[src/sv/kywa_pkg.sv]
package kywa_pkg;

	localparam int TYPES_DEF  = 10;
	localparam int WINDOW_DEF = 10;

	// Shared divider: 32-bit dividend, 9-bit divisor.
	localparam int DIV_W = 32;
	localparam int DVS_W = 9;

	localparam logic [16:0] ONE_Q16 = 17'h10000;

	typedef struct packed {
		logic        tag_v;
		logic [15:0] tag_year;
		logic [16:0] stress;
		logic [23:0] uptake;
	} ring_word_t;

	localparam int RING_W = $bits(ring_word_t);

	typedef enum logic [12:0] {
		ST_IDLE   = 13'b0000000000001,
		ST_SEARCH = 13'b0000000000010,
		ST_DIVY   = 13'b0000000000100,
		ST_WAITY  = 13'b0000000001000,
		ST_DIVR   = 13'b0000000010000,
		ST_WAITR  = 13'b0000000100000,
		ST_SCAN   = 13'b0000001000000,
		ST_DRAIN  = 13'b0000010000000,
		ST_AVGS   = 13'b0000100000000,
		ST_WAITS  = 13'b0001000000000,
		ST_AVGU   = 13'b0010000000000,
		ST_WAITU  = 13'b0100000000000,
		ST_DONE   = 13'b1000000000000
	} state_t;

endpackage

[src/sv/kywa_div.sv]
module kywa_div
	import kywa_pkg::*;
(
	input  logic             clk,
	input  logic             arst_n,
	input  logic             go,
	input  logic [DIV_W-1:0] dividend,
	input  logic [DVS_W-1:0] divisor,
	output logic             done,
	output logic [DIV_W-1:0] quotient
);

	localparam int CW = $clog2(DIV_W);

	logic             busy_q;
	logic             done_q;
	logic [CW-1:0]    cnt_q;
	logic [DIV_W-1:0] dvd_q;
	logic [DVS_W-1:0] dvs_q;
	logic [DVS_W-1:0] rem_q;
	logic [DVS_W:0]   trial;
	logic [DVS_W:0]   diff;
	logic             qbit;

	// One restoring step per cycle; quotient bits shift in behind the dividend.
	always_comb begin
		trial = {rem_q, dvd_q[DIV_W-1]};
		qbit  = trial >= {1'b0, dvs_q};
		diff  = trial - {1'b0, dvs_q};
	end

	always_ff @(posedge clk or negedge arst_n) begin
		if (!arst_n) begin
			busy_q <= 1'b0;
			done_q <= 1'b0;
			cnt_q  <= '0;
		end else begin
			done_q <= 1'b0;
			if (go) begin
				busy_q <= 1'b1;
				cnt_q  <= '0;
			end else if (busy_q) begin
				cnt_q <= cnt_q + 1'b1;
				if (cnt_q == CW'(DIV_W - 1)) begin
					busy_q <= 1'b0;
					done_q <= 1'b1;
				end
			end
		end
	end

	always_ff @(posedge clk) begin
		if (go) begin
			dvd_q <= dividend;
			dvs_q <= divisor;
			rem_q <= '0;
		end else if (busy_q) begin
			dvd_q <= {dvd_q[DIV_W-2:0], qbit};
			rem_q <= qbit ? diff[DVS_W-1:0] : trial[DVS_W-1:0];
		end
	end

	assign done     = done_q;
	assign quotient = dvd_q;

endmodule

[config.mk]
export PLATFORM = sky130hd
export DESIGN_NAME = kywa_div
export DESIGN_NICKNAME = d
export VERILOG_FILES = /design/src/sv/kywa_pkg.sv /design/src/sv/kywa_div.sv
export SDC_FILE = /design/constraint.sdc
export NUM_CORES = 1
export LEC_CHECK = 0
export BUFFER_PORTS_ARGS = -buffer_cell sky130_fd_sc_hd__clkbuf_2
export CAP_MARGIN = 25
export CORE_MARGIN = 8
export CORE_UTILIZATION = 35
export CTS_CLUSTER_DIAMETER = 120
export DETAILED_ROUTE_END_ITERATION = 12
export GPL_TIMING_DRIVEN = 0
export PLACE_DENSITY_LB_ADDON = 0.15
export SLEW_MARGIN = 10
export SYNTH_ARGS = -nofsm -noshare
export SYNTH_HDL_FRONTEND = slang
export SYNTH_SLANG_ARGS = --single-unit
[constraint.sdc]
create_clock -name clk -period 3.6 [get_ports clk]
set_input_delay 0.72 -clock clk [delete_from_list [all_inputs] [get_ports clk]]
set_output_delay 0.72 -clock clk [all_outputs]
set_load 0.03 [all_outputs]
==> results.md, run 1 <==
* Total length of routed wires at 6.12 mm
* Sequential fraction of design power at approximately two fifths
* Critical Path Start: quotient[31]$_DFFE_PP_
* Number of antenna-violating nets in the routed design at 0
* Proportion of synthesized chip area in sequential cells at between 50% and 60%
* Maximum buffer depth of the clock tree at 2
* Num Clock Sinks at 57
* Inserted Clock Buffers at 9
* Cell Count Post-Placement at around 380
* Final Cycle Share at 77.2%
* Worst slew pin tran at 0.684 ns
* Normalized max-slew margin at 54.3%
* Placed inst area at about 0.0033 mm²
* Setup repair bufs after CTS at 0
* Num rows at 32
* I/O Pins at 77
* DRC Markers at 0
* Cell count after synthesis at between 200 and 250
* N_diodes at 0
* Minimum setup slack in the final design at roughly 0.82 ns
* Number of cells in the finished layout apart from fillers at ~400
* Fmax at 360 MHz
* Outcome: finished clean
* Critical path data arrival time at ~2.9 ns
* Vias per std cell at between 4 and 5
* Antenna violations before repair at 0
* GRT Util Overall at a little under an eighth
* Root cell of the clock tree: sky130_fd_sc_hd__clkbuf_8
* Global-route wire length before repair at slightly above 10 mm
* First drt pass iteration count at 5
* EDFF count, synth at 41
* Unique masters post-synth at 40
* # hold bufs at CTS at 0
* CTS tree: done
* Utilization after layout at a little under half
* Leading post-synthesis cells by cell area: sky130_fd_sc_hd__edfxtp_1, sky130_fd_sc_hd__mux2_2, sky130_fd_sc_hd__dfxtp_1
* Summed instance area of the synthesized netlist at 0.00277 mm²
* Kind of critical path: flop to flop
* Routed len/inst at ~15 µm
* Leakage at around 0.0016 µW
* Pwr Density at approximately 630 mW/mm²
* CTS H-Tree Depth at 3
* Cell type contributing the most total cell area after synthesis: sky130_fd_sc_hd__edfxtp_1
* Top cell type's share of synthesized area at 44.5%
* Nets in the synthesized netlist at 260
* Hold Violations, Final at 0
* Area enclosed by the die boundary at around 0.011 mm²
* RSZ-0062 raised after global routing: false
* Sw power at roughly 740 µW
* Setup Viol. Count Final at 0
* Final number of max-transition violations at 0
* Crit Reg-Reg Startpoint: quotient[31]$_DFFE_PP_
* Initial Utilization at a little over a third
* Clock network power share at a little over a quarter
* Core Region at ~0.0077 mm²
* Mean post-synth cell area at ~14 µm²
* Die height at roughly 100 µm
* Chip width at roughly 100 µm
* Via total after detailed routing at between 1500 and 2000
* Maximum fanout count along the critical path at 10
* Layout Nets at approximately 350
* Max-cap violation count at 0
* Count of warnings emitted by yosys at 0
* Startpoint type of the worst setup path: flop
* Clk Latency, worst-skew pair at between 0.3 and 0.4 ns
* Number of gates resized after CTS at 0
* Clock transition at the registers of the reported paths at around 0.07 ns
* Number of global-route vias before repair at 2100
* Share of synthesized registers carrying an async set or reset at 12.3%
* P_int at 1460 µW
* Violation count after the first detailed-route iteration at 95
* Pin count of the biggest net entering global routing at 33
* Switching portion of total power at around 34%
* Ys flop type: sky130_fd_sc_hd__edfxtp_1
* Setup TNS at 0 ns
* Combinational cell fraction of total power at 33.8%
* Fin area at about 0.0035 mm²
* Final estimated routing congestion in global placement at 0.700
* Dominant cell by count in the synthesized netlist: sky130_fd_sc_hd__edfxtp_1
* Class of the most critical hold timing path: primary input to asynchronous set/reset pin
* Worst clock skew at 0.00576 ns
* Input/output buffers at 76
* Remaining Overflow, GRT at 0
* Endpoint required time on the critical path at 3.68 ns
* Share of cells above drive strength 1 at 44.9%
* Worst Setup Slack post-DPL at 0.838 ns
* Nature of the critical path endpoint: flop
* Minimum clock period after layout at between 2 and 3 ns
* Number of synthesized register bits at 57
* Most instantiated cells after synthesis: sky130_fd_sc_hd__edfxtp_1, sky130_fd_sc_hd__mux2_2, sky130_fd_sc_hd__inv_1
* Hpwl dp at 4.58 mm
* Peak ir drop on the vdd network at ~0.00026 V
* Synthesis-to-finish area growth at 25.1%
## cell families after synthesis
| logic type | count (synthesis) | synth area share, % |
|---|---|---|
| mux | 37 | 14.8 |
| fa+ha+maj | 12 | 5.70 |
| simple gates | 34 | 6.06 |
| compound gates | 31 | 9.41 |
| buf+inv | 24 | 3.80 |
| flops | 57 | 57.3 |
| xor+xnor | 9 | 2.85 |
## area by class of cell
| type | count | area, µm² |
|---|---|---|
| tap | 102 | 128 |
| timing repair buffer | 76 | 380 |
| multi-input combinational | 123 | 1070 |
| inverter | 15 | 56.3 |
| fill | 753 | 4230 |
| clock inverter | 6 | 58.8 |
| sequential | 57 | 1590 |
| clock buffer | 10 | 128 |
| buffer | 9 | 48.8 |
## layer usage
layer | up-vias | GRT usage, % | share of wire, % | routed length (µm)
li1 | 941 | - | - | -
met1 | 922 | 14.1 | 45 | 2770
met2 | 56 | 17.6 | 46 | 2800
met3 | 10 | 4.42 | 7.2 | 441
met4 | 0 | 6.12 | 1.9 | 116
met5 | - | 0 | 0 | 0
## final timing paths
kind,to,slack (ns),cells past startpoint
min,cnt_q[1]$_DFFE_PN0P_,0.22,1
max reg2reg,quotient[0]$_DFFE_PP_,0.82,10
min reg2reg,rem_q[8]$_SDFFE_PP0P_,0.50,2
max in group asynchronous,cnt_q[3]$_DFFE_PN0P_,3.20,1
min in group clk,rem_q[8]$_SDFFE_PP0P_,0.50,2
max,quotient[0]$_DFFE_PP_,0.82,10
## flip-flops by register name, summed over array words and instances, names as in the netlist
register  flops
cnt_q         5
busy_q        1
rem_q         9
done          1
dvs_q         9
quotient     32
## metrics by stage
step	hold WS, ns	power (µW)
2_1_floorplan	0.424	1460
3_3_place_gp	0.465	1640
3_5_place_dp	0.480	1640
4_1_cts	0.212	2220
5_1_grt	0.213	2330
6_report	0.222	2200
## power groups by stage
stage,logic (µW),clock network (µW),registers [µW]
floorplan,488,0,968
global placement,741,0,895
detailed placement,745,0,896
CTS,750,590,884
global route,814,618,899
finish,742,574,882
## cell usage in the layout (no fill, tap or decap), drive strengths merged, types with 5 or more instances in the layout
cell type   n
dfrtp       7
xnor2       5
nor2       14
clkbuf     88
mux2       32
buf         7
ha         11
inv        15
edfxtp     41
mux2i       5
o31ai       5
a211oi      5
dfxtp       9
## critical path: stages, from the launching register on
cell and delay, ns:
sky130_fd_sc_hd__edfxtp_1 0.42, sky130_fd_sc_hd__inv_1 0.08, sky130_fd_sc_hd__ha_1 0.17, sky130_fd_sc_hd__inv_1 0.07, sky130_fd_sc_hd__fa_1 0.43, sky130_fd_sc_hd__a211oi_2 0.26
sky130_fd_sc_hd__o31ai_2 0.15, sky130_fd_sc_hd__a211oi_4 0.42, sky130_fd_sc_hd__buf_6 0.20, sky130_fd_sc_hd__inv_1 0.08, sky130_fd_sc_hd__mux2_2 0.25
Power figures use the tool's default switching activity.
==> run 2, diff against run 1 <==
==> constraint.sdc (replaced) <==
create_clock -name clk -period 2.51 [get_ports clk]
set_input_delay 0.502 -clock clk [delete_from_list [all_inputs] [get_ports clk]]
set_output_delay 0.502 -clock clk [all_outputs]
set_load 0.03 [all_outputs]
==> run 2 against run 1 <==
Critical path depth unchanged. Routed wire length decreased by 0.15%. Via count fell by 1.1%. Design area up 2.4%. Sequential power increased by 44%. Count of clock-buffer cells in the layout shrank 1. Sequential cell count unchanged. Fmax increased by 17%. Clock power increased by 42%. Register-to-register slack lost 0.70 ns. Sequential share of layout area decreased by 1.1 points. First-iteration DRC count shrank 21%. Critical path type unchanged.
==> results.md, run 2 (synthesized netlist as in run 1, its figures left out) <==
* Outcome: finished clean
* Maximum fanout count along the critical path at 4 (-6)
* Hold path start: divisor[8]
* Worst reg2reg endpoint: quotient[0]$_DFFE_PP_
* Chip width at 105 µm (unchanged)
* RSZ-0062 raised after global routing: true
* Setup TNS at 0 ns (unchanged)
* Routed len/inst at 15.1 µm (-2.1%)
* Pin count of the biggest net entering global routing at 33 (unchanged)
* Total length of routed wires at 6.11 mm (-0.15%)
* Input/output buffers at 76 (unchanged)
* Vias per std cell at 4.70 (-3.0%)
* Nature of the critical path endpoint: flop
* CP max-delay cell: sky130_fd_sc_hd__edfxtp_1
* Minimum clock period after layout at 2.38 ns (-0.395 ns)
* Worst clock skew at 0.0105 ns (+0.00473 ns)
* CTS H-Tree Depth at 3 (unchanged)
* Number of cells in the finished layout apart from fillers at 406 (+2.0%)
* Antenna violations before repair at 0 (unchanged)
* R2R depth at 10 (unchanged)
* Cell Count Post-Placement at 382 (unchanged)
* Leakage at 0.00161 µW (+2.8%)
* Max-cap violation count at 0 (unchanged)
* Normalized max-slew margin at 51.3% (-3.0 points)
* Slowest Stage Delay on Critical Path at 0.40 ns (-0.03 ns)
* Number of filler cells placed in the layout at 722 (-4.1%)
* Most used cells in the layout excluding fill and tap cells: sky130_fd_sc_hd__clkbuf_2, sky130_fd_sc_hd__edfxtp_1, sky130_fd_sc_hd__mux2_2
* Final estimated routing congestion in global placement at 0.774 (+11%)
* Area enclosed by the die boundary at 0.0110 mm² (unchanged)
* N_diodes at 0 (unchanged)
* Final Cycle Share at 95.0% (+18 points)
* Peak ir drop on the vdd network at 0.000425 V (+66%)
* Violation count after the first detailed-route iteration at 75 (-21%)
* Worst slew pin tran at 0.729 ns (+0.0448 ns)
* Global-route wire length before repair at 10.2 mm (-1.5%)
* Worst path cell trace: inv_1 -> ha_2 -> inv_2 -> fa_2 -> a211oi_4 -> o31ai_4 -> a211oi_4 -> buf_6 -> inv_2 -> mux2_2
* Initial Utilization at 36.0% (unchanged)
* Number of stages on the worst hold path at 1
* Core Region at 0.00769 mm² (unchanged)
* Most common library cell in the layout ignoring fill and taps: sky130_fd_sc_hd__clkbuf_2
* Hold Violations, Final at 0 (unchanged)
* Fin area at 0.00354 mm² (+2.4%)
* Startpoint type of the worst setup path: flop
* I/O Pins at 77 (unchanged)
* Crit Reg-Reg Startpoint: quotient[31]$_DFFE_PP_
* Layout Nets at 355 (+2.3%)
* DRC Markers at 0 (unchanged)
* Endpoint required time on the critical path at 2.60 ns (-1.08 ns)
* Footprint of the flip-flops and latches at 0.00159 mm² (unchanged)
* Worst min-delay path endpoint: dvs_q[8]$_DFFE_PP_
* Fmax at 419 MHz (+17%)
* Number of antenna-violating nets in the routed design at 0 (unchanged)
* Maximum buffer depth of the clock tree at 2 (unchanged)
* Num Clock Sinks at 57 (unchanged)
* Clk Latency, worst-skew pair at 0.34 ns (about the same)
* FF-to-FF setup slack at 0.13 ns (-0.70 ns)
* Final number of max-transition violations at 0 (unchanged)
* CTS tree: done
* Hpwl dp at 4.54 mm (-0.93%)
* Share of cells above drive strength 1 at 47.4% (+2.4 points)
* Kind of critical path: flop to flop
* GRT Util Overall at 11.7% (+0.027 points)
* Remaining Overflow, GRT at 0 (unchanged)
* Class of the most critical hold timing path: primary input to flop
* Area of the multi-input gates at 0.00110 mm² (+2.0%)
* Critical path data arrival time at 2.47 ns (-0.39 ns)
* Placed inst area at 0.00329 mm² (+0.57%)
* Max reg flops at 32 (unchanged)
* Synthesis-to-finish area growth at 28.1%
* Root cell of the clock tree: sky130_fd_sc_hd__clkbuf_8
* Die height at 105 µm (unchanged)
* Via total after detailed routing at 1908 (-1.1%)
* First drt pass iteration count at 4 (-1)
* Total power of the final layout at 3260 µW (+48%)
* Clock transition at the registers of the reported paths at 0.07 ns (about the same)
* Min Hold Slack at 0.340 ns (+0.117 ns)
* Num rows at 32 (unchanged)
* Setup Viol. Count Final at 0 (unchanged)
* Number of global-route vias before repair at 2086 (-0.67%)
* Pwr Density at 919 mW/mm² (+45%)
* Inserted Clock Buffers at 9 (unchanged)
[run 2: worst max-delay path, delay by kind of cell (launching register included)]
kind,cells,cell delay [ns]
compound gates,3,0.64
fa+ha+maj,2,0.54
buf+inv,4,0.31
flops,1,0.40
mux,1,0.25
[run 2: area by class of cell]
type | instances | area share (%)
clock inverters | 7 | 1.73
plain buffers | 9 | 1.38
multi-input cells | 123 | 30.9
clock buffers | 9 | 3.50
flip-flops and latches | 57 | 44.8
repair buffers | 84 | 12.5
inverters | 15 | 1.59
well taps | 102 | 3.60
[run 2: per-stage QoR]
stage          util, %  setup WS [ns]
2_1_floorplan        -         -0.119
3_3_place_gp      42.8         -0.419
3_5_place_dp      42.8         -0.139
4_1_cts           46.1        -0.0180
5_1_grt           46.1        -0.0204
6_report          46.1          0.126
[run 2: routing by layer]
metal,GRT usage [%],vias to the layer above,wire [µm]
met5,0,-,0
met4,6.12,0,102
met3,4.48,11,421
met2,17.8,52,2770
met1,14.0,888,2820
li1,-,957,-
[run 2: repair_timing]
action | 4_1_cts | 5_1_grt
hold buffers | 1 | 0
setup buffers | 7 | 0
endpoints found under the setup margin | 2 | 9
gates resized for setup | 3 | 0
pin swaps | 4 | 6
hold endpoints to repair | 7 | 0
[run 2: worst max path at each step]
| stage | startpoint | to | slack (ns) |
|---|---|---|---|
| floorplan | quotient[31]$_DFFE_PP_ | quotient[0]$_DFFE_PP_ | -0.12 |
| global placement | go | quotient[5]$_DFFE_PP_ | -0.42 |
| detailed placement | quotient[31]$_DFFE_PP_ | quotient[0]$_DFFE_PP_ | -0.14 |
| CTS | quotient[31]$_DFFE_PP_ | quotient[0]$_DFFE_PP_ | -0.02 |
| global route | quotient[31]$_DFFE_PP_ | quotient[0]$_DFFE_PP_ | -0.02 |
| finish | quotient[31]$_DFFE_PP_ | quotient[0]$_DFFE_PP_ | 0.13 |
[run 2: report_power, final]
part	leakage [µW]	internal [µW]	switching (µW)	total (µW)
clock	0.0000978	447	368	815
sequential	0.000592	1170	99.8	1270
combinational	0.000918	560	614	1170
