**src/sv/kywa_mem.sv**
```systemverilog
module kywa_mem #(
	parameter int WIDTH = 8,
	parameter int DEPTH = 10,
	parameter int AW    = 4
) (
	input  logic             clk,
	input  logic             en,
	input  logic             we,
	input  logic [AW-1:0]    addr,
	input  logic [WIDTH-1:0] wdata,
	output logic [WIDTH-1:0] rdata
);

	logic [WIDTH-1:0] mem [DEPTH];

	always_ff @(posedge clk) begin
		if (en) begin
			if (we) begin
				mem[addr] <= wdata;
			end else begin
				rdata <= mem[addr];
			end
		end
	end

endmodule

```
**config.mk**
```make
export PLATFORM = sky130hd
export DESIGN_NAME = kywa_mem
export DESIGN_NICKNAME = d
export VERILOG_FILES = /design/src/sv/kywa_mem.sv
export SDC_FILE = /design/constraint.sdc
export NUM_CORES = 1
export LEC_CHECK = 0
export ABC_AREA = 1
export BUFFER_PORTS_ARGS = -buffer_cell sky130_fd_sc_hd__buf_2
export CORE_MARGIN = 2
export CORE_UTILIZATION = 59
export DETAILED_ROUTE_END_ITERATION = 10
export GPL_ROUTABILITY_DRIVEN = 0
export GPL_TIMING_DRIVEN = 0
export PLACE_DENSITY_LB_ADDON = 0.3
export SLEW_MARGIN = 20
export SYNTH_ARGS = -nofsm -noshare
export SYNTH_HDL_FRONTEND = slang
export SYNTH_SLANG_ARGS = --single-unit
```
**constraint.sdc**
```tcl
create_clock -name clk -period 2.4 [get_ports clk]
set_clock_uncertainty 0.05 [all_clocks]
set_input_delay 0.36 -clock clk [delete_from_list [all_inputs] [get_ports clk]]
set_output_delay 0.36 -clock clk [all_outputs]
set_load 0.01 [all_outputs]
```
==> results by group, run 1 <==
Pwr
  – Sw Ratio: 0.222
  – Switching power total: 609 uW
  – Worst vdd ir: 497 uV
  – Combinational share of power: 0.071
  – Internal power: 2.13 mW
  – Seq pwr share: 0.627
  – Clock power share: 0.302
  – Leak: 1.59 nW
  – Design Power: 2.74 mW
  – Pwr dens: 688 nW/um^2

Placed design
  – Buffers on Ports: 20
  – Pre-CTS setup slack: 172 ps
  – Dpl hpwl: 4610 um

CTS
  – Number of CTS-inserted buffers: 9
  – Hold buffers post-CTS: 0
  – CTS tree: done
  – Clk buf depth: 2
  – Setup Buffers After CTS: 0
  – CTS clock-pin slew for the worst setup and hold paths: 90 ps
  – # clock sinks: 88
  – Post-CTS sizing: 0
  – Clock root cell: clkbuf_8
  – Clk_lat worst skew: 360 ps
  – # H-tree levels: 3

Outcome
  – Outcome: finished, final reports clean

Detailed routing
  – Wire per inst: 16.2 um
  – Vias: 2,260
  – Starting DRT DRC Count: 244
  – Routed Antenna Nets: 0
  – Drt via density: 5.28
  – Final WL: 6930 um
  – DRC: 0
  – Detailed Routing Iterations Pass 1: 4

Die
  – Row count: 28
  – Initial Utilization: 0.611
  – Die W: 82.3 um
  – I/O pins: 23
  – Die ar.: 6770 um^2
  – Die height: 82.3 um
  – Core box area: 5920 um^2

Cells and area
  – Layout cells sized above 1: 0.153
  – # diodes: 0
  – Area Overhead vs Synth: 10.1%
  – Net count, final: 365
  – Filler Cells Inserted: 414

Synthesis
  – Synth Cell Area: 3610 um^2
  – Synthesized area per cell: 11.3 um^2
  – Yosys warning count: 0
  – Mapped Nets: 334
  – Register area share after synthesis: 0.731
  – Synth Register Bits: 88
  – Mapped Cells: 319
  – Synth unique cells: 13

Worst setup path
  – Critical path capture point type: flop
  – Setup CP Type: primary input to flop
  – Kind of start point of the critical path: primary input
  – Worst-case reg-to-reg path depth: 6
  – CP Data Arrival Time: 1620 ps
  – Worst-path fanout max: 9
  – Worst EP required: 2330 ps
  – FF-to-FF End: rdata[2]$_DFFE_PP_
  – Reg2Reg Setup Slack: 1280 ps
  – Reg2reg start: mem[7][2]$_DFFE_PP_

Worst hold path
  – Worst hold path cell count: 1
  – Worst hold path class: primary input to flop
  – Hold Path Origin: wdata[6]
  – Hold Path Sink: mem[9][6]$_DFFE_PP_

STA
  – Slew @ Worst Pin: 786 ps
  – Fin. Hold Viols: 0
  – Unrepaired setup endpoints after global routing: no
  – Highest clock rate: 0.592 GHz
  – Min cycle time layout: 1690 ps
  – Fin crit share: 0.704
  – Max-slew violations: 0
  – Final setup violation count: 0
  – Fin worst setup slack: 710 ps
  – Setup TNS: 0 ps
  – Slew headroom: 0.474

Global routing
  – Initial antenna violation count: 0
  – Vias in the first global route: 2,151
  – GRT Total Usage: 0.227
  – Gr ovfl total: 0
  – First-pass GRT wire length: 10,400 um
  – Largest net degree at the start of global routing: 14

Run
  – Max Cap Violations: 0
## worst max-delay path, cell delays in order
cell and delay (ps):
buf_2 130, nor2_2 300, inv_1 170, nor2_1 640
## power groups by stage
stage / logic, mW / clock network (mW) / registers [mW]
3_5_place_dp: 0.190 / 0 / 1.75
3_3_place_gp: 0.184 / 0 / 1.75
6_report: 0.193 / 0.827 / 1.72
4_1_cts: 0.191 / 0.838 / 1.72
5_1_grt: 0.215 / 0.903 / 1.72
2_1_floorplan: 0.113 / 0 / 1.76
## cells in the final DEF, fill, tap and decap left out
| master | n |
|---|---|
| inv_2 | 2 |
| clkinv_2 | 3 |
| inv_6 | 1 |
| buf_8 | 1 |
| nor3_2 | 4 |
| nand2_1 | 164 |
| inv_1 | 5 |
| buf_4 | 7 |
| buf_6 | 4 |
| clkinv_1 | 1 |
| clkbuf_8 | 9 |
| o21ai_0 | 8 |
| nor2_2 | 2 |
| buf_2 | 20 |
| nand3_1 | 10 |
| clkinvlp_4 | 1 |
| nor2_1 | 23 |
| edfxtp_1 | 88 |
## per-layer routing
layer  track usage  vias up  share of wire
li1              -     1117              -
met3        0.0565       12          0.075
met2         0.374       80           0.51
met1         0.283     1051           0.39
met4         0.105        0          0.021
met5             0        -              0
## cell usage after synthesis
library cell / number / area share
inv_1: 5 / 0.0052
nor2_2: 2 / 0.0035
inv_2: 2 / 0.0021
nand2_1: 164 / 0.17
nor3_1: 4 / 0.0055
nand3_1: 10 / 0.014
inv_6: 1 / 0.0024
buf_8: 1 / 0.0042
edfxtp_1: 88 / 0.73
nor2_1: 23 / 0.024
buf_4: 7 / 0.015
buf_6: 4 / 0.012
o21ai_0: 8 / 0.011
## worst max path at each step
| stage | from | endpoint | depth (start not counted) |
|---|---|---|---|
| after floorplan | addr[0] | mem[6][0]$_DFFE_PP_ | 5 |
| after global placement | addr[2] | mem[2][2]$_DFFE_PP_ | 4 |
| after detailed placement | addr[2] | mem[6][1]$_DFFE_PP_ | 5 |
| after CTS | addr[3] | mem[7][5]$_DFFE_PP_ | 4 |
| after global routing | addr[3] | mem[1][5]$_DFFE_PP_ | 4 |
| final | addr[3] | mem[1][3]$_DFFE_PP_ | 4 |
## cells by family (layout without fill, tap and decap cells)
group           after synthesis  in the layout  synth area share
buf+inv                      20             54            0.0408
flops                        88             88             0.731
simple gates                203            203             0.217
compound gates                8              8            0.0111
## state kept, by name, summed over array words and instances, names as in the netlist
signal and count:
mem 80, rdata 8
## final cells by class
| class | count | area [um^2] | area share |
|---|---|---|---|
| inverters | 8 | 35.0 | 0.00881 |
| flip-flops and latches | 88 | 2640 | 0.664 |
| repair buffers | 20 | 100 | 0.0252 |
| plain buffers | 12 | 113 | 0.0283 |
| multi-input cells | 211 | 845 | 0.212 |
| clock buffers | 9 | 124 | 0.0311 |
| clock inverters | 5 | 26.3 | 0.00660 |
| well taps | 75 | 93.8 | 0.0236 |
## through the flow
step | hold slack [ps] | area (um^2) | instances | utilization
floorplan | 409 | 3610 | 319 | -
global placement | 486 | 3810 | 414 | 0.643
global route | 284 | 3980 | 428 | 0.672
detailed placement | 514 | 3820 | 414 | 0.645
finish | 277 | 3980 | 428 | 0.672
CTS | 275 | 3970 | 428 | 0.670
No activity file was read; power rests on OpenSTA's default activity.
==> inputs of run 2 (changes only) <==
CORE_UTILIZATION = 54   (was 59)
clock period = 1.51 ns   (was 2.4 ns; I/O delays follow)
==> results by group, run 2 (synthesized netlist as in run 1, its figures left out) <==
Cells and area
  – Layout cells sized above 1: 0.167 (was 0.153)
  – Most common cell after layout, fill and taps aside: nand2_1 (unchanged)
  – Max reg flops: 80 (unchanged)
  – Most frequent cells in the layout: nand2_1 (164), edfxtp_1 (88), buf_2 (20) (was nand2_1 (164), edfxtp_1 (88), nor2_1 (23))
  – Multi-input logic area: 872 um^2 (was 845 um^2)
  – Reg with most FFs: mem (unchanged)
  – Filler Cells Inserted: 490 (was 414)
  – Reg area: 2640 um^2 (unchanged)
  – Final core utilization: 0.632 (was 0.672)
  – Net count, final: 365 (unchanged)
  – Area Overhead vs Synth: 12.3% (was 10.1%)
  – Biggest regs: mem x80, rdata x8 (unchanged)
  – # diodes: 0 (unchanged)

Worst hold path
  – Hold Path Origin: wdata[5] (was wdata[6])
  – Worst hold path class: primary input to flop (unchanged)

Global routing
  – GRT Total Usage: 0.199 (was 0.227)
  – Vias in the first global route: 1,952 (was 2,151)
  – Gr ovfl total: 0 (unchanged)
  – Largest net degree at the start of global routing: 14 (unchanged)
  – Initial antenna violation count: 0 (unchanged)
  – First-pass GRT wire length: 10,200 um (was 10,400 um)

CTS
  – Number of CTS-inserted buffers: 9 (unchanged)
  – Setup Buffers After CTS: 0 (unchanged)
  – Post-CTS sizing: 4 (was 0)
  – CTS clock-pin slew for the worst setup and hold paths: 80 ps (was 90 ps)
  – # H-tree levels: 3 (unchanged)
  – Clk buf depth: 2 (unchanged)
  – Hold buffers post-CTS: 0 (unchanged)
  – # clock sinks: 88 (unchanged)
  – Clk_lat worst skew: 350 ps (was 360 ps)
  – Clock root cell: clkbuf_8 (unchanged)
  – CTS tree: done (unchanged)

Worst setup path
  – Worst-path fanout max: 9 (unchanged)
  – Crit path largest cell delay: 450 ps (was 640 ps)
  – CP Data Arrival Time: 1390 ps (was 1620 ps)
  – Crit path top cell by count: nor2_2
  – Kind of start point of the critical path: primary input (unchanged)
  – Slowest cell on the critical path: nor2_2 (was nor2_1)
  – Critical path, cell by cell: buf_2 -> nor2_2 -> inv_1 -> nor2_2 (was buf_2 -> nor2_2 -> inv_1 -> nor2_1)
  – Setup CP Type: primary input to flop (unchanged)
  – Worst EP required: 1450 ps (was 2330 ps)
  – WP buf/inv: 2 (unchanged)
  – CP top delay family: simple AND/OR/NAND/NOR gates (unchanged)
  – CP Launch Point: addr[3] (unchanged)
  – Reg2reg start: mem[3][3]$_DFFE_PP_ (was mem[7][2]$_DFFE_PP_)
  – Critical path capture point type: flop (unchanged)

Pwr
  – Leak: 1.63 nW (was 1.59 nW)
  – Design Power: 4.73 mW (was 2.74 mW)
  – Pwr dens: 1160 nW/um^2 (was 688 nW/um^2)
  – Combinational share of power: 0.067 (was 0.071)
  – Clock power share: 0.355 (was 0.302)
  – Switching power total: 994 uW (was 609 uW)
  – Internal power: 3.73 mW (was 2.13 mW)
  – Worst vdd ir: 850 uV (was 497 uV)
  – Sw Ratio: 0.210 (was 0.222)
  – Seq pwr share: 0.578 (was 0.627)

Placed design
  – Dpl hpwl: 4460 um (was 4610 um)
  – Pre-CTS setup slack: -598 ps (was 172 ps)
  – Buffers on Ports: 20 (unchanged)

Detailed routing
  – Wire per inst: 16.1 um (was 16.2 um)
  – Drt via density: 5.29 (was 5.28)
  – DRC: 4 (was 0)
  – Detailed Routing Iterations Pass 1: 11 (was 4)
  – Vias: 2,278 (was 2,260)
  – Final WL: 6950 um (was 6930 um)
  – Routed Antenna Nets: 0 (unchanged)
  – Starting DRT DRC Count: 281 (was 244)

STA
  – Final setup violation count: 0 (unchanged)
  – Highest clock rate: 0.688 GHz
  – Fin. Hold Viols: 0 (unchanged)
  – Unrepaired setup endpoints after global routing: no (unchanged)
  – Min cycle time layout: 1450 ps
  – Hold WS: 166 ps (was 277 ps)
  – Slew headroom: 0.556 (was 0.474)
  – Fin crit share: 0.962
  – Slew @ Worst Pin: 662 ps (was 786 ps)
  – Fin worst setup slack: 57.0 ps (was 710 ps)
  – Max-slew violations: 0 (unchanged)

Die
  – Initial Utilization: 0.563 (was 0.611)
  – Die W: 85.8 um (was 82.3 um)
  – Die ar.: 7360 um^2 (was 6770 um^2)
  – Row count: 29 (was 28)
  – I/O pins: 23 (unchanged)
  – Core box area: 6420 um^2 (was 5920 um^2)
  – Die height: 85.8 um (was 82.3 um)

Outcome
  – Outcome: finished with violations (was finished, final reports clean)
  – Violated checks: DRC

Run
  – Max Cap Violations: 0 (unchanged)
==> run 2: per-stage QoR <==
step	std cells	cell area, um^2	TNS (ps)
5_1_grt	431	4060	0
2_1_floorplan	319	3630	-5100
4_1_cts	431	4060	0
6_report	431	4060	0
3_3_place_gp	416	3830	-31520
3_5_place_dp	416	3840	-26300
==> run 2: final cells by class <==
type | instances | share of cell area
Multi-Input combinational cell | 211 | 0.215
Timing Repair Buffer | 20 | 0.0247
Clock inverter | 5 | 0.0179
Tap cell | 77 | 0.0237
Inverter | 8 | 0.00863
Buffer | 12 | 0.0277
Clock buffer | 10 | 0.0314
Sequential cell | 88 | 0.651
==> run 2: path summary, 6_finish.rpt <==
path / to / slack (ps) / depth (start not counted)
max: mem[0][7]$_DFFE_PP_ / 60 / 4
min: mem[8][5]$_DFFE_PP_ / 170 / 1
max reg2reg: rdata[3]$_DFFE_PP_ / 390 / 6
min reg2reg: rdata[1]$_DFFE_PP_ / 510 / 2
==> run 2: power by group through the flow <==
stage	Clock, mW	Sequential (mW)	Combinational (mW)
final	1.68	2.73	0.315
after CTS	1.68	2.73	0.313
after detailed placement	0	2.79	0.305
after floorplan	0	2.79	0.182
after global placement	0	2.79	0.298
after global routing	1.77	2.73	0.346
==> run 2: per-layer routing <==
layer | wire [um] | GRT usage | up-vias | part of all wire
met3 | 520 | 0.0510 | 10 | 0.075
met5 | 0 | 0 | - | 0
met2 | 3340 | 0.306 | 94 | 0.48
met1 | 2960 | 0.275 | 1058 | 0.43
li1 | - | - | 1116 | -
met4 | 128 | 0.0808 | 0 | 0.018
==> inputs of run 3 (changes only) <==
--- a/config.mk
+++ b/config.mk
@@ -12,5 +12,4 @@
 export DETAILED_ROUTE_END_ITERATION = 10
 export GPL_ROUTABILITY_DRIVEN = 0
-export GPL_TIMING_DRIVEN = 0
 export PLACE_DENSITY_LB_ADDON = 0.3
 export SLEW_MARGIN = 20
==> constraint.sdc (replaced) <==
create_clock -name clk -period 1.51 [get_ports clk]
set_clock_uncertainty 0.05 [all_clocks]
set_input_delay 0 -clock clk [delete_from_list [all_inputs] [get_ports clk]]
set_output_delay 0 -clock clk [all_outputs]
set_load 0.01 [all_outputs]
==> results by group, run 3 (synthesized netlist as in run 1, its figures left out) <==
Die
  – Core box area: 6420 um^2 (unchanged)
  – Row count: 29 (unchanged)
  – Die ar.: 7360 um^2 (unchanged)
  – Die height: 85.8 um (unchanged)
  – Initial Utilization: 0.563 (unchanged)
  – I/O pins: 23 (unchanged)
  – Die W: 85.8 um (unchanged)

Worst setup path
  – Critical path capture point type: flop (unchanged)
  – Setup CP Type: flop to flop (was primary input to flop)
  – Worst-case reg-to-reg path depth: 6 (unchanged)
  – Critical path, cell by cell: nand2_1 -> nand2_1 -> nand2_1 -> nand2_1 -> nand2_1 -> nand3_1 (was buf_2 -> nor2_2 -> inv_1 -> nor2_2)
  – Crit path top cell by count: nand2_1 (was nor2_2)
  – Slowest cell on the critical path: edfxtp_1 (was nor2_2)
  – WP buf/inv: 0 (was 2)
  – CP top delay family: simple AND/OR/NAND/NOR gates (unchanged)
  – Crit path depth: 6 (was 4)
  – Crit path largest cell delay: 380 ps (was 450 ps)
  – Worst EP required: 1540 ps (was 1450 ps)
  – Kind of start point of the critical path: flop (was primary input)
  – FF-to-FF End: rdata[0]$_DFFE_PP_ (was rdata[3]$_DFFE_PP_)
  – Crit path capture: rdata[0]$_DFFE_PP_ (was mem[0][7]$_DFFE_PP_)
  – CP Launch Point: mem[2][0]$_DFFE_PP_ (was addr[3])
  – CP Data Arrival Time: 1180 ps (was 1390 ps)
  – Reg2reg start: mem[2][0]$_DFFE_PP_ (was mem[3][3]$_DFFE_PP_)
  – Reg2Reg Setup Slack: 370 ps (was 390 ps)
  – Worst-path fanout max: 1 (was 9)

CTS
  – Post-CTS sizing: 0 (was 4)
  – Setup Buffers After CTS: 0 (unchanged)
  – CTS clock-pin slew for the worst setup and hold paths: 80 ps (about the same)
  – Number of CTS-inserted buffers: 9 (unchanged)
  – CTS tree: done (unchanged)
  – Clock root cell: clkbuf_8 (unchanged)
  – # H-tree levels: 3 (unchanged)
  – Hold buffers post-CTS: 8 (was 0)
  – Clk buf depth: 2 (unchanged)
  – # clock sinks: 88 (unchanged)
  – Clk_lat worst skew: 350 ps (about the same)

STA
  – Setup TNS: 0 ps (unchanged)
  – Slew headroom: 0.805 (was 0.556)
  – Fin crit share: 0.756 (was 0.962)
  – Fin worst setup slack: 368 ps (was 57.0 ps)
  – Slew @ Worst Pin: 292 ps (was 662 ps)
  – Fin. Hold Viols: 0 (unchanged)
  – Max-slew violations: 0 (unchanged)
  – Hold WS: 48.7 ps (was 166 ps)
  – Final setup violation count: 0 (unchanged)
  – Min cycle time layout: 1140 ps (was 1450 ps)
  – Unrepaired setup endpoints after global routing: no (unchanged)
  – Highest clock rate: 0.876 GHz (was 0.688 GHz)

Worst hold path
  – Worst hold path class: primary input to flop (unchanged)
  – Worst hold path cell count: 3 (was 1)

Outcome
  – Outcome: finished with violations (unchanged)
  – Violated checks: DRC (unchanged)

Run
  – Max Cap Violations: 0 (unchanged)

Pwr
  – Design Power: 4.58 mW (was 4.73 mW)
  – Worst vdd ir: 758 uV (was 850 uV)
  – Pwr dens: 1110 nW/um^2 (was 1160 nW/um^2)
  – Leak: 1.68 nW (was 1.63 nW)

Placed design
  – Dpl hpwl: 4690 um (was 4460 um)
  – Placed Area: 3850 um^2 (was 3840 um^2)
  – Placed Instances: 425 (was 416)
  – Buffers on Ports: 22 (was 20)
  – Pre-CTS setup slack: 154 ps (was -598 ps)

Detailed routing
  – Routed Antenna Nets: 0 (unchanged)
  – Starting DRT DRC Count: 157 (was 281)
  – DRC: 2 (was 4)
  – Final WL: 7190 um (was 6950 um)
  – Vias: 2,399 (was 2,278)
  – Wire per inst: 16.0 um (was 16.1 um)
  – Detailed Routing Iterations Pass 1: 8 (was 11)
  – Drt via density: 5.34 (was 5.29)

Global routing
  – Gr ovfl total: 0 (unchanged)
  – GRT Total Usage: 0.215 (was 0.199)
  – Initial antenna violation count: 0 (unchanged)
  – Largest net degree at the start of global routing: 43 (was 14)
  – Vias in the first global route: 2,319 (was 1,952)
  – First-pass GRT wire length: 11,500 um (was 10,200 um)

Cells and area
  – Filler Cells Inserted: 480 (was 490)
  – Area Overhead vs Synth: 13.9% (was 12.3%)
  – Reg with most FFs: mem (unchanged)
  – # diodes: 0 (unchanged)
  – Layout Cells excl Fill: 449 (was 431)
  – Most frequent cells in the layout: nand2_1 (164), edfxtp_1 (88), nor2_1 (23) (was nand2_1 (164), edfxtp_1 (88), buf_2 (20))
  – Max reg flops: 80 (unchanged)
  – Biggest regs: mem x80, rdata x8 (unchanged)
  – Net count, final: 382 (was 365)
  – Most common cell after layout, fill and taps aside: nand2_1 (unchanged)
  – Final core utilization: 0.641 (was 0.632)
  – Layout cells sized above 1: 0.161 (was 0.167)
  – Final instance area: 4120 um^2 (was 4060 um^2)
[run 3: area by class of cell]
class | instances | area, um^2 | share of cell area
clock buffers | 9 | 124 | 0.0301
clock inverters | 7 | 62.6 | 0.0152
inverters | 8 | 35.0 | 0.00851
multi-input cells | 211 | 825 | 0.200
flip-flops and latches | 88 | 2640 | 0.642
well taps | 77 | 96.3 | 0.0234
repair buffers | 49 | 333 | 0.0808
[run 3: worst min-delay path by stage]
stage | startpoint | endpoint
after floorplan | wdata[0] | mem[0][0]$_DFFE_PP_
after global placement | wdata[6] | mem[7][6]$_DFFE_PP_
after detailed placement | wdata[4] | mem[2][4]$_DFFE_PP_
after CTS | we | rdata[7]$_DFFE_PP_
after global routing | we | rdata[5]$_DFFE_PP_
final | we | rdata[7]$_DFFE_PP_
[run 3: metal layers]
metal / global-route usage / routed length (um)
met5: 0 / 0
met3: 0.0491 / 580
met2: 0.335 / 3390
met1: 0.292 / 3050
met4: 0.0981 / 157
[run 3: tightest hold or removal path, delay by kind of cell]
family	cells	cell delay [ps]
and+or+nand+nor	1	40
buffers and inverters	2	240
[run 3: report_power, final]
| group | leakage (nW) | internal (mW) | switching, mW |
|---|---|---|---|
| combinational | 0.790 | 0.101 | 0.210 |
| sequential | 0.798 | 2.72 | 0.00773 |
| clock | 0.0901 | 0.747 | 0.788 |
| total | 1.68 | 3.57 | 1.01 |
